$ cat src/design/text_console_cell_writer_unit_macros.svh
// Assertion macros for the console cell writer RTL.
// Each macro expects aclk and aresetn to be in scope at the point of use.
`ifndef TEXT_CONSOLE_CELL_WRITER_UNIT_MACROS_SVH
`define TEXT_CONSOLE_CELL_WRITER_UNIT_MACROS_SVH

// Condition that holds at every clock edge out of reset.
`define TCCW_ASSERT(lbl, cond, msg) \
    lbl: assert property (@(posedge aclk) disable iff (!aresetn) (cond)) else $error(msg);

// Same-cycle implication.
`define TCCW_ASSERT_IMPL(lbl, ante, cons, msg) \
    lbl: assert property (@(posedge aclk) disable iff (!aresetn) \
        (ante) |-> (cons)) else $error(msg);

// Next-cycle implication.
`define TCCW_ASSERT_NEXT(lbl, ante, cons, msg) \
    lbl: assert property (@(posedge aclk) disable iff (!aresetn) \
        (ante) |=> (cons)) else $error(msg);

`endif

$ cat src/design/tccw_pkg.sv
// Shared types and constants for the text console cell writer.
// No dependencies; used by the front end, command queue, back end and top level.
`default_nettype none

package tccw_pkg;

    // Field widths fixed by the channel formats
    localparam int ROW_W  = 5;
    localparam int COL_W  = 7;
    localparam int CHAR_W = 8;
    localparam int CELL_W = 16;

    // Request codes
    localparam logic REQ_PUT  = 1'b0;
    localparam logic REQ_READ = 1'b1;

    // Control characters
    localparam logic [CHAR_W-1:0] CH_TAB   = 8'd9;
    localparam logic [CHAR_W-1:0] CH_LF    = 8'd10;
    localparam logic [CHAR_W-1:0] CH_CR    = 8'd13;
    localparam logic [CHAR_W-1:0] CH_SPACE = 8'd32;

    typedef struct packed {
        logic              req_type;
        logic [CHAR_W-1:0] char_code;
        logic [CHAR_W-1:0] color;
        logic [ROW_W-1:0]  read_row;
        logic [COL_W-1:0]  read_col;
    } in_item_t;

    typedef struct packed {
        logic [CELL_W-1:0] cell_value;
        logic [ROW_W-1:0]  cursor_row;
        logic [COL_W-1:0]  cursor_col;
        logic              scrolled;
    } out_item_t;

    // Command kinds handed from front to back
    typedef enum logic [1:0] {
        CMD_READ,
        CMD_PUT,
        CMD_CR,
        CMD_LF
    } cmd_kind_t;

    typedef struct packed {
        cmd_kind_t         kind;
        logic              tab;       // repeat the space TAB_WIDTH times
        logic [CHAR_W-1:0] ch;
        logic [CHAR_W-1:0] color;
        logic [ROW_W-1:0]  read_row;
        logic [COL_W-1:0]  read_col;
        logic              in_range;  // read position lies on the screen
    } cmd_t;

endpackage

`default_nettype wire

$ cat src/design/tccw_front.sv
// Front end: accepts input transfers and classifies them into commands.
// Depends on tccw_pkg.
`default_nettype none

module tccw_front #(
    parameter int ROWS = 25,
    parameter int COLS = 80
) (
    input  wire logic              s_valid,
    output      logic              s_ready,
    input  wire tccw_pkg::in_item_t s_data,
    input  wire logic              init_done,
    output      logic              push_valid,
    input  wire logic              push_ready,
    output      tccw_pkg::cmd_t    push_data
);

    // Hold off transfers until the screen clear has finished
    assign s_ready    = init_done && push_ready;
    assign push_valid = s_valid && init_done;

    // Classify the request
    always_comb begin
        push_data.tab      = 1'b0;
        push_data.ch       = s_data.char_code;
        push_data.color    = s_data.color;
        push_data.read_row = s_data.read_row;
        push_data.read_col = s_data.read_col;
        push_data.in_range = (32'(s_data.read_row) < 32'(ROWS))
                          && (32'(s_data.read_col) < 32'(COLS));
        if (s_data.req_type == tccw_pkg::REQ_READ) begin
            push_data.kind = tccw_pkg::CMD_READ;
        end else if (s_data.char_code == tccw_pkg::CH_CR) begin
            push_data.kind = tccw_pkg::CMD_CR;
        end else if (s_data.char_code == tccw_pkg::CH_LF) begin
            push_data.kind = tccw_pkg::CMD_LF;
        end else if (s_data.char_code == tccw_pkg::CH_TAB) begin
            push_data.kind = tccw_pkg::CMD_PUT;
            push_data.tab  = 1'b1;
            push_data.ch   = tccw_pkg::CH_SPACE;
        end else begin
            push_data.kind = tccw_pkg::CMD_PUT;
        end
    end

endmodule

`default_nettype wire

$ cat config.mk
export PLATFORM = sky130hd
export DESIGN_NAME = tccw_front
export DESIGN_NICKNAME = d
export VERILOG_FILES = /design/src/design/text_console_cell_writer_unit_macros.svh /design/src/design/tccw_pkg.sv /design/src/design/tccw_front.sv
export SDC_FILE = /design/constraint.sdc
export NUM_CORES = 1
export LEC_CHECK = 0
export BUFFER_PORTS_ARGS = -buffer_cell sky130_fd_sc_hd__buf_4
export CAP_MARGIN = 20
export CELL_PAD_IN_SITES_DETAIL_PLACEMENT = 1
export CELL_PAD_IN_SITES_GLOBAL_PLACEMENT = 1
export CORE_MARGIN = 3
export CORE_UTILIZATION = 12
export DETAILED_ROUTE_END_ITERATION = 16
export GPL_TIMING_DRIVEN = 0
export PLACE_DENSITY_LB_ADDON = 0.08
export SLEW_MARGIN = 10
export SYNTH_ARGS = -nofsm -noshare
export SYNTH_HDL_FRONTEND = slang
export SYNTH_SLANG_ARGS = --single-unit
$ cat constraint.sdc
create_clock -name vclk -period 0.8
set_input_delay 0.04 -clock vclk [all_inputs]
set_output_delay 0.04 -clock vclk [all_outputs]
set_load 0.1 [all_outputs]
==> metrics.cfg <==
[status]
outcome=finished, violations left
violations=setup timing

[critical_path]
critPathCaptureType=primary output
required_ns=0.76
path_class=in2out
start_kind=input pin
cp.arrival_ns=1.05
crit_path_max_fanout=3

[detailed_routing]
drt_iter0_markers=7
ant_nets=0
via_per_inst=3.84
wirelength_um=1500
wl_per_cell_um=11.7
dr.pass1.iters=3
drc=0
vias=495

[placement]
postPlaceCellArea_um2=817
globalplace.congestion=0.721
port_buffers=54
dp_slack_ns=-0.414
hpwlAfterDp_um=1320

[floorplan]
dieArea_mm2=0.00319
start_util=0.132
fp.dieW_um=56.4
dieHeight_um=56.4
rows=17
fp.coreArea_mm2=0.00232
pin_count=66

[sta]
rsz0062_at_grt=yes
period_minus_slack_ns=1.09
finalSetupViolCount=7
tightest_slew_ns=0.286
max_freq_mhz=917
hold_viol=0
max_slew_margin=0.811
fin_ws_ns=-0.291
drv_slew=0
fin_hold_ws_ns=0.373
post-route-period-util=1.36

[finish]
layout.cells.most_common=buf_4
seq_area_um2=0
mostFrequentLayoutCells=buf_4, buf_12, clkbuf_2
finish.instance_area_um2=983
seq_cells=0
num_antenna_cells=0
drive_above_1_share=0.941
fin_nets=135
areaGrowthSynthToFinish_pct=222
clock_buffers=0

[power_and_ir_drop]
vdd.ir_drop.worst_mv=0.574
power_leakage_nw=0.499
cellPowerDensity_mw_per_mm2=1140

[yosys]
yosys_warnings=0
netlist_area_um2=305
synth_cell_type_count=19
syn_avg_cell_area_um2=6.78
postSynthCellCount=45
synth_nets=77
yosysSeqAreaShare=0

[min_path]
min_path_type=in2out

[global_route]
grt_overflow=0
antenna_found_initial=0
grt_start_max_net_pins=7
grt_usage=0.0791
grt_pass1_wl_um=2130
grt_pass1_vias=497

[job]
maxCapViolations=0

[clocking]
postCtsHoldBufs=0

final timing paths:
path | from | endpoint | cells past startpoint
setup / recovery | s_data[26] | push_data[21] | 5
hold / removal | s_data[25] | push_data[29] | 3
report_power, final:
part | total, W | internal [W] | leakage, nW | switching [W]
combinational | 0.00112 | 0.000337 | 0.499 | 0.000782
clock | 0 | 0 | 0 | 0
sequential | 0 | 0 | 0 | 0
layout make-up:
class	instances	area, µm²
Inverter	1	3.75
Fill cell	268	1340
Timing Repair Buffer	56	533
Multi-Input combinational cell	19	236
Buffer	25	175
Tap cell	28	35.0
critical path: stages:
cell,delay [ns]
buf_8,0.10
nor3_4,0.24
nand2_2,0.12
o41a_4,0.37
buf_12,0.17
cells in the mapped netlist:
cell type / count / area [µm²]
inv_1: 1 / 3.75
o41a_1: 1 / 11.3
a21oi_1: 1 / 5.00
nand2_1: 1 / 3.75
o21ai_0: 1 / 5.00
o311ai_0: 1 / 8.76
o21bai_1: 1 / 7.51
a41oi_1: 1 / 8.76
and2_1: 3 / 18.8
nand3_1: 1 / 5.00
nor2_1: 1 / 3.75
nor3_4: 1 / 16.3
nor3_1: 2 / 10.0
o21a_1: 1 / 7.51
and2b_1: 1 / 7.51
nor2b_1: 1 / 6.26
clkbuf_1: 5 / 18.8
buf_4: 20 / 150
nor3b_1: 1 / 7.51
layer usage:
layer  vias up  global-route usage  routed length, µm  part of all wire
met2        34               0.167                909              0.60
li1        240                   -                  -                 -
met3         0              0.0207                173              0.12
met5         -                   0                  0                 0
met4         0                   0                  0                 0
met1       221              0.0792                420              0.28
cells by family after synthesis:
kind of cell	share of synthesized area
buffers and inverters	0.566
and+or+nand+nor	0.258
AOI/OAI and AO/OA	0.176
metrics by stage:
step	power (W)	setup TNS, ns	std cells	utilization
after floorplan	0.000794	-1.71	45	-
after global placement	0.00103	-1.88	127	0.352
after detailed placement	0.00104	-1.84	127	0.352
after CTS	0.00111	-1.26	129	0.413
after global routing	0.00115	-1.50	129	0.424
final	0.00112	-1.25	129	0.424
repair_timing:
item	CTS	global route
resized for setup	30	5
pin swaps	6	4
hold endpoints to repair	0	0
setup buffers	2	0
endpoints found under the setup margin	7	7
No activity file was read; power rests on OpenSTA's default activity.
