### config.mk
export PLATFORM = sky130hd
export DESIGN_NAME = tccw_cmd_queue
export DESIGN_NICKNAME = d
export VERILOG_FILES = /design/src/design/text_console_cell_writer_unit_macros.svh /design/src/design/tccw_pkg.sv /design/src/design/tccw_cmd_queue.sv
export SDC_FILE = /design/constraint.sdc
export NUM_CORES = 1
export LEC_CHECK = 0
export BUFFER_PORTS_ARGS = -buffer_cell sky130_fd_sc_hd__buf_2
export CORE_AREA = 2 2 75 77
export DETAILED_ROUTE_END_ITERATION = 10
export DIE_AREA = 0 0 77 79
export PLACE_DENSITY = 0.75
export SLEW_MARGIN = 20
export SYNTH_ARGS = -nofsm -noshare
export SYNTH_HDL_FRONTEND = slang
export SYNTH_SLANG_ARGS = --single-unit
### constraint.sdc
create_clock -name aclk -period 2 [get_ports aclk]
set_input_delay 0.2 -clock aclk [delete_from_list [all_inputs] [get_ports aclk]]
set_output_delay 0.2 -clock aclk [all_outputs]
set_load 0.02 [all_outputs]
### src/design/text_console_cell_writer_unit_macros.svh
// Assertion macros for the console cell writer RTL.
// Each macro expects aclk and aresetn to be in scope at the point of use.
`ifndef TEXT_CONSOLE_CELL_WRITER_UNIT_MACROS_SVH
`define TEXT_CONSOLE_CELL_WRITER_UNIT_MACROS_SVH

// Condition that holds at every clock edge out of reset.
`define TCCW_ASSERT(lbl, cond, msg) \
    lbl: assert property (@(posedge aclk) disable iff (!aresetn) (cond)) else $error(msg);

// Same-cycle implication.
`define TCCW_ASSERT_IMPL(lbl, ante, cons, msg) \
    lbl: assert property (@(posedge aclk) disable iff (!aresetn) \
        (ante) |-> (cons)) else $error(msg);

// Next-cycle implication.
`define TCCW_ASSERT_NEXT(lbl, ante, cons, msg) \
    lbl: assert property (@(posedge aclk) disable iff (!aresetn) \
        (ante) |=> (cons)) else $error(msg);

`endif

### src/design/tccw_pkg.sv
// Shared types and constants for the text console cell writer.
// No dependencies; used by the front end, command queue, back end and top level.
`default_nettype none

package tccw_pkg;

    // Field widths fixed by the channel formats
    localparam int ROW_W  = 5;
    localparam int COL_W  = 7;
    localparam int CHAR_W = 8;
    localparam int CELL_W = 16;

    // Request codes
    localparam logic REQ_PUT  = 1'b0;
    localparam logic REQ_READ = 1'b1;

    // Control characters
    localparam logic [CHAR_W-1:0] CH_TAB   = 8'd9;
    localparam logic [CHAR_W-1:0] CH_LF    = 8'd10;
    localparam logic [CHAR_W-1:0] CH_CR    = 8'd13;
    localparam logic [CHAR_W-1:0] CH_SPACE = 8'd32;

    typedef struct packed {
        logic              req_type;
        logic [CHAR_W-1:0] char_code;
        logic [CHAR_W-1:0] color;
        logic [ROW_W-1:0]  read_row;
        logic [COL_W-1:0]  read_col;
    } in_item_t;

    typedef struct packed {
        logic [CELL_W-1:0] cell_value;
        logic [ROW_W-1:0]  cursor_row;
        logic [COL_W-1:0]  cursor_col;
        logic              scrolled;
    } out_item_t;

    // Command kinds handed from front to back
    typedef enum logic [1:0] {
        CMD_READ,
        CMD_PUT,
        CMD_CR,
        CMD_LF
    } cmd_kind_t;

    typedef struct packed {
        cmd_kind_t         kind;
        logic              tab;       // repeat the space TAB_WIDTH times
        logic [CHAR_W-1:0] ch;
        logic [CHAR_W-1:0] color;
        logic [ROW_W-1:0]  read_row;
        logic [COL_W-1:0]  read_col;
        logic              in_range;  // read position lies on the screen
    } cmd_t;

endpackage

`default_nettype wire

### src/design/tccw_cmd_queue.sv
// Short command FIFO between the front end and the back end.
// Depends on tccw_pkg.
`default_nettype none

module tccw_cmd_queue #(
    parameter int DEPTH = 2
) (
    input  wire logic           aclk,
    input  wire logic           aresetn,
    input  wire logic           push_valid,
    output      logic           push_ready,
    input  wire tccw_pkg::cmd_t push_data,
    output      logic           pop_valid,
    input  wire logic           pop_ready,
    output      tccw_pkg::cmd_t pop_data
);

    localparam int PW  = (DEPTH > 1) ? $clog2(DEPTH) : 1;
    localparam int CNW = $clog2(DEPTH + 1);

    tccw_pkg::cmd_t  slots_reg [DEPTH];
    logic [PW-1:0]   wr_ptr_reg, wr_ptr_next;
    logic [PW-1:0]   rd_ptr_reg, rd_ptr_next;
    logic [CNW-1:0]  count_reg, count_next;
    logic            do_push, do_pop;

    assign push_ready = (count_reg != CNW'(DEPTH));
    assign pop_valid  = (count_reg != '0);
    assign pop_data   = slots_reg[rd_ptr_reg];
    assign do_push    = push_valid && push_ready;
    assign do_pop     = pop_valid && pop_ready;

    // Pointer and fill bookkeeping
    always_comb begin
        wr_ptr_next = wr_ptr_reg;
        rd_ptr_next = rd_ptr_reg;
        count_next  = count_reg;
        if (do_push) begin
            wr_ptr_next = (wr_ptr_reg == PW'(DEPTH - 1)) ? '0 : wr_ptr_reg + 1'b1;
        end
        if (do_pop) begin
            rd_ptr_next = (rd_ptr_reg == PW'(DEPTH - 1)) ? '0 : rd_ptr_reg + 1'b1;
        end
        case ({do_push, do_pop})
            2'b10:   count_next = count_reg + 1'b1;
            2'b01:   count_next = count_reg - 1'b1;
            default: count_next = count_reg;
        endcase
    end

    always_ff @(posedge aclk) begin
        if (!aresetn) begin
            wr_ptr_reg <= '0;
            rd_ptr_reg <= '0;
            count_reg  <= '0;
        end else begin
            wr_ptr_reg <= wr_ptr_next;
            rd_ptr_reg <= rd_ptr_next;
            count_reg  <= count_next;
        end
    end

    // Slot storage, no reset
    always_ff @(posedge aclk) begin
        if (do_push) begin
            slots_reg[wr_ptr_reg] <= push_data;
        end
    end

endmodule

`default_nettype wire

==> reports/metrics.csv <==
stage,metric,value,unit
worst_setup_path,Crit Path Max Fanout,19,
floorplan,FP Rows,27,
yosys,yosys warns,0,
yosys,Synth Net Count,161,
yosys,"area leader, netlist",edfxtp_1,
global_routing,largest net degree at the start of global routing,22,
final_layout,fin nets,243,
global_routing,first-pass GRT wire length,6440,µm
clock_network,clk_lat worst skew,0.33,ns
yosys,"Primary FF master, synth",edfxtp_1,
power,Internal,2.79,mW
worst_setup_path,CP startpoint kind,flop,
sta,final number of setup-violating endpoints,0,
clock_network,setup repair bufs after CTS,0,
sta,RSZ-0062 raised after global routing,false,
sta,"Slew Viols, Final",0,
power,Pleak,1.19,nW
clock_network,Max Root-Sink Buffers,2,
power,Logic pwr share,31.9,%
clock_network,TritonCTS clock tree,done,
sta,skew final,0.00562,ns
clock_network,root buffer cell,clkbuf_8,
power,sequential power share,46.8,%
final_layout,"most common cell after layout, fill and taps aside",buf_2,
global_routing,GRT Resource Usage Total,14.5,%
final_layout,# diodes,0,
clock_network,total CTS buffers,9,
clock_network,"Gates resized, CTS repair",0,
sta,Fin. Hold Viols,0,
floorplan,Die Ht,79,µm
yosys,"top cells by area, synth","edfxtp_1 (76%), mux2_2 (13%), dfxtp_1 (3.9%)",
clock_network,"CTS clk-pin slew, worst paths",0.07,ns
global_routing,vias in the first global route,1440,
worst_setup_path,Crit. End Element,output pin,
power,clock network power share,21.3,%
final_layout,share of cells above drive strength 1,56.5,%
clock_network,Hold Buf Count CTS,0,
floorplan,die width,77,µm
final_layout,Layout area overhead,23.9,%
global_routing,initial antenna violation count,0,
worst_hold_path,hold crit path type,input port to flop,
global_routing,GRT overflow,0,
yosys,library cells used by synthesis,22,
sta,Slew @ Worst Pin,0.285,ns
clock_network,H-Tree Depth,3,
clock_network,CTS sink count,69,
worst_setup_path,crit path DAT,1.46,ns
worst_setup_path,WP data required,1.80,ns
floorplan,I/O pins,70,
worst_hold_path,hold depth,1,
power,Pwr Density,1290,nW/µm²
detailed_routing,drt via density,4.89,
final_layout,"commonest non-fill, non-tap cells in the layout","buf_2 (69), edfxtp_1 (64), mux2_2 (30)",
flow_run,Max-Cap Viols,0,
worst_setup_path,Reg2Reg Depth,5,
sta,setup TNS,0,ns
floorplan,total die area,6080,µm²
floorplan,Core ar.,5340,µm²
power,Net Sw Power,1.26,mW
yosys,register area share after synthesis,79.7,%
worst_hold_path,Min-Delay Endpoint,slots_reg[0][31],
floorplan,Initial Util,47.5,%
yosys,cell count after synthesis,124,
worst_setup_path,CP Class,flop to output pin,
detailed_routing,Routed Antenna Nets,0,
worst_setup_path,FF-to-FF End,count_reg[1],
power,Switching Share,31.0,%
detailed_routing,Via Count,1373,
worst_setup_path,FF-to-FF setup slack,0.40,ns
placed_design,dpl hpwl,2750,µm
worst_setup_path,Critical R2R Launch,count_reg[0],
placed_design,Final GP Congestion,0.659,
yosys,Synth Area per Inst,20.5,µm²
detailed_routing,DR DRC count,0,
sta,min Tclk post-route,1.66,ns
power,Max VDD drop,0.788,mV
final_layout,final core occ,58.9,%
placed_design,port buffer count,69,
yosys,top-area cell type share of the netlist area,75.8,%
detailed_routing,routed length per instance,14.7,µm
detailed_routing,Initial DRC Count,37,
outcome,outcome,"complete, no violations",
yosys,Synth Register Bits,69,
sta,f_max,601,MHz
detailed_routing,final wirelength,4120,µm
yosys,asr flop ratio synth,0,%
yosys,number of synthesized flops with an enable pin,64,
sta,period utilisation layout,83.2,%
final_layout,Largest register FFs,64,
detailed_routing,drt pass-1 iters,4,
yosys,"Cell Area, Synth",2540,µm²
worst_hold_path,hold_sp,push_data[31],
sta,Slew HR,81.0,%
[synth_stat cells, drive strengths merged (2+ instances only)]
cell type and count:
edfxtp 64, mux2 32, dfxtp 5, buf 3, xnor2 3, a21boi 2, nor2b 2
[power groups by stage]
| stage | Clock [mW] | Combinational, mW | Sequential [mW] |
|---|---|---|---|
| after global routing | 0.955 | 1.39 | 1.91 |
| final | 0.864 | 1.29 | 1.89 |
| after global placement | 0 | 1.29 | 1.91 |
| after CTS | 0.899 | 1.31 | 1.90 |
| after detailed placement | 0 | 1.31 | 1.93 |
| after floorplan | 0 | 0.910 | 1.91 |
[layer usage]
metal | vias up | global-route usage, % | part of all wire, %
li1 | 639 | - | -
met1 | 675 | 16.1 | 40
met2 | 55 | 23.9 | 52
met3 | 4 | 7.05 | 7.7
met4 | 0 | 6.43 | 0.90
met5 | - | 0 | 0
[cell type report]
type	count	area, µm²
tap	72	90.1
clock inverter	4	17.5
fill	446	2190
timing repair buffer	75	390
multi-input combinational	50	492
inverter	1	3.75
clock buffer	10	128
sequential	69	2020
[worst max-delay path, stage by stage, from the launching register on]
cell     delay [ns]
dfxtp_1        0.32
buf_4          0.27
mux2_2         0.38
buf_2          0.16
[cell families after synthesis]
| logic type | count (synthesis) | synth area share (%) |
|---|---|---|
| fa+ha+maj | 1 | 0.493 |
| xor+xnor | 3 | 1.04 |
| compound gates | 5 | 1.48 |
| buf+inv | 5 | 0.888 |
| flops | 69 | 79.7 |
| simple gates | 9 | 2.17 |
| mux | 32 | 14.2 |
[metrics by stage]
stage / power [mW] / setup slack [ns] / std cells / instance area [µm²] / hold WS (ns)
6_report: 4.05 / 0.335 / 281 / 3140 / 0.0590
5_1_grt: 4.27 / 0.238 / 281 / 3140 / 0.0361
4_1_cts: 4.11 / 0.304 / 281 / 3140 / 0.0385
3_5_place_dp: 3.23 / 0.409 / 267 / 3000 / 0.392
3_3_place_gp: 3.20 / 0.501 / 267 / 3000 / 0.387
2_1_floorplan: 2.82 / 0.0314 / 124 / 2540 / 0.299
[worst max-delay path by stage]
stage,to,slack (ns),from
2_1_floorplan,slots_reg[1][0],0.03,count_reg[0]
6_report,pop_data[10],0.34,flop
3_5_place_dp,count_reg[1],0.41,count_reg[0]
5_1_grt,pop_data[2],0.24,flop
4_1_cts,pop_data[2],0.30,flop
3_3_place_gp,count_reg[1],0.50,count_reg[0]
Note: power is estimated with default switching activity, not from simulation.
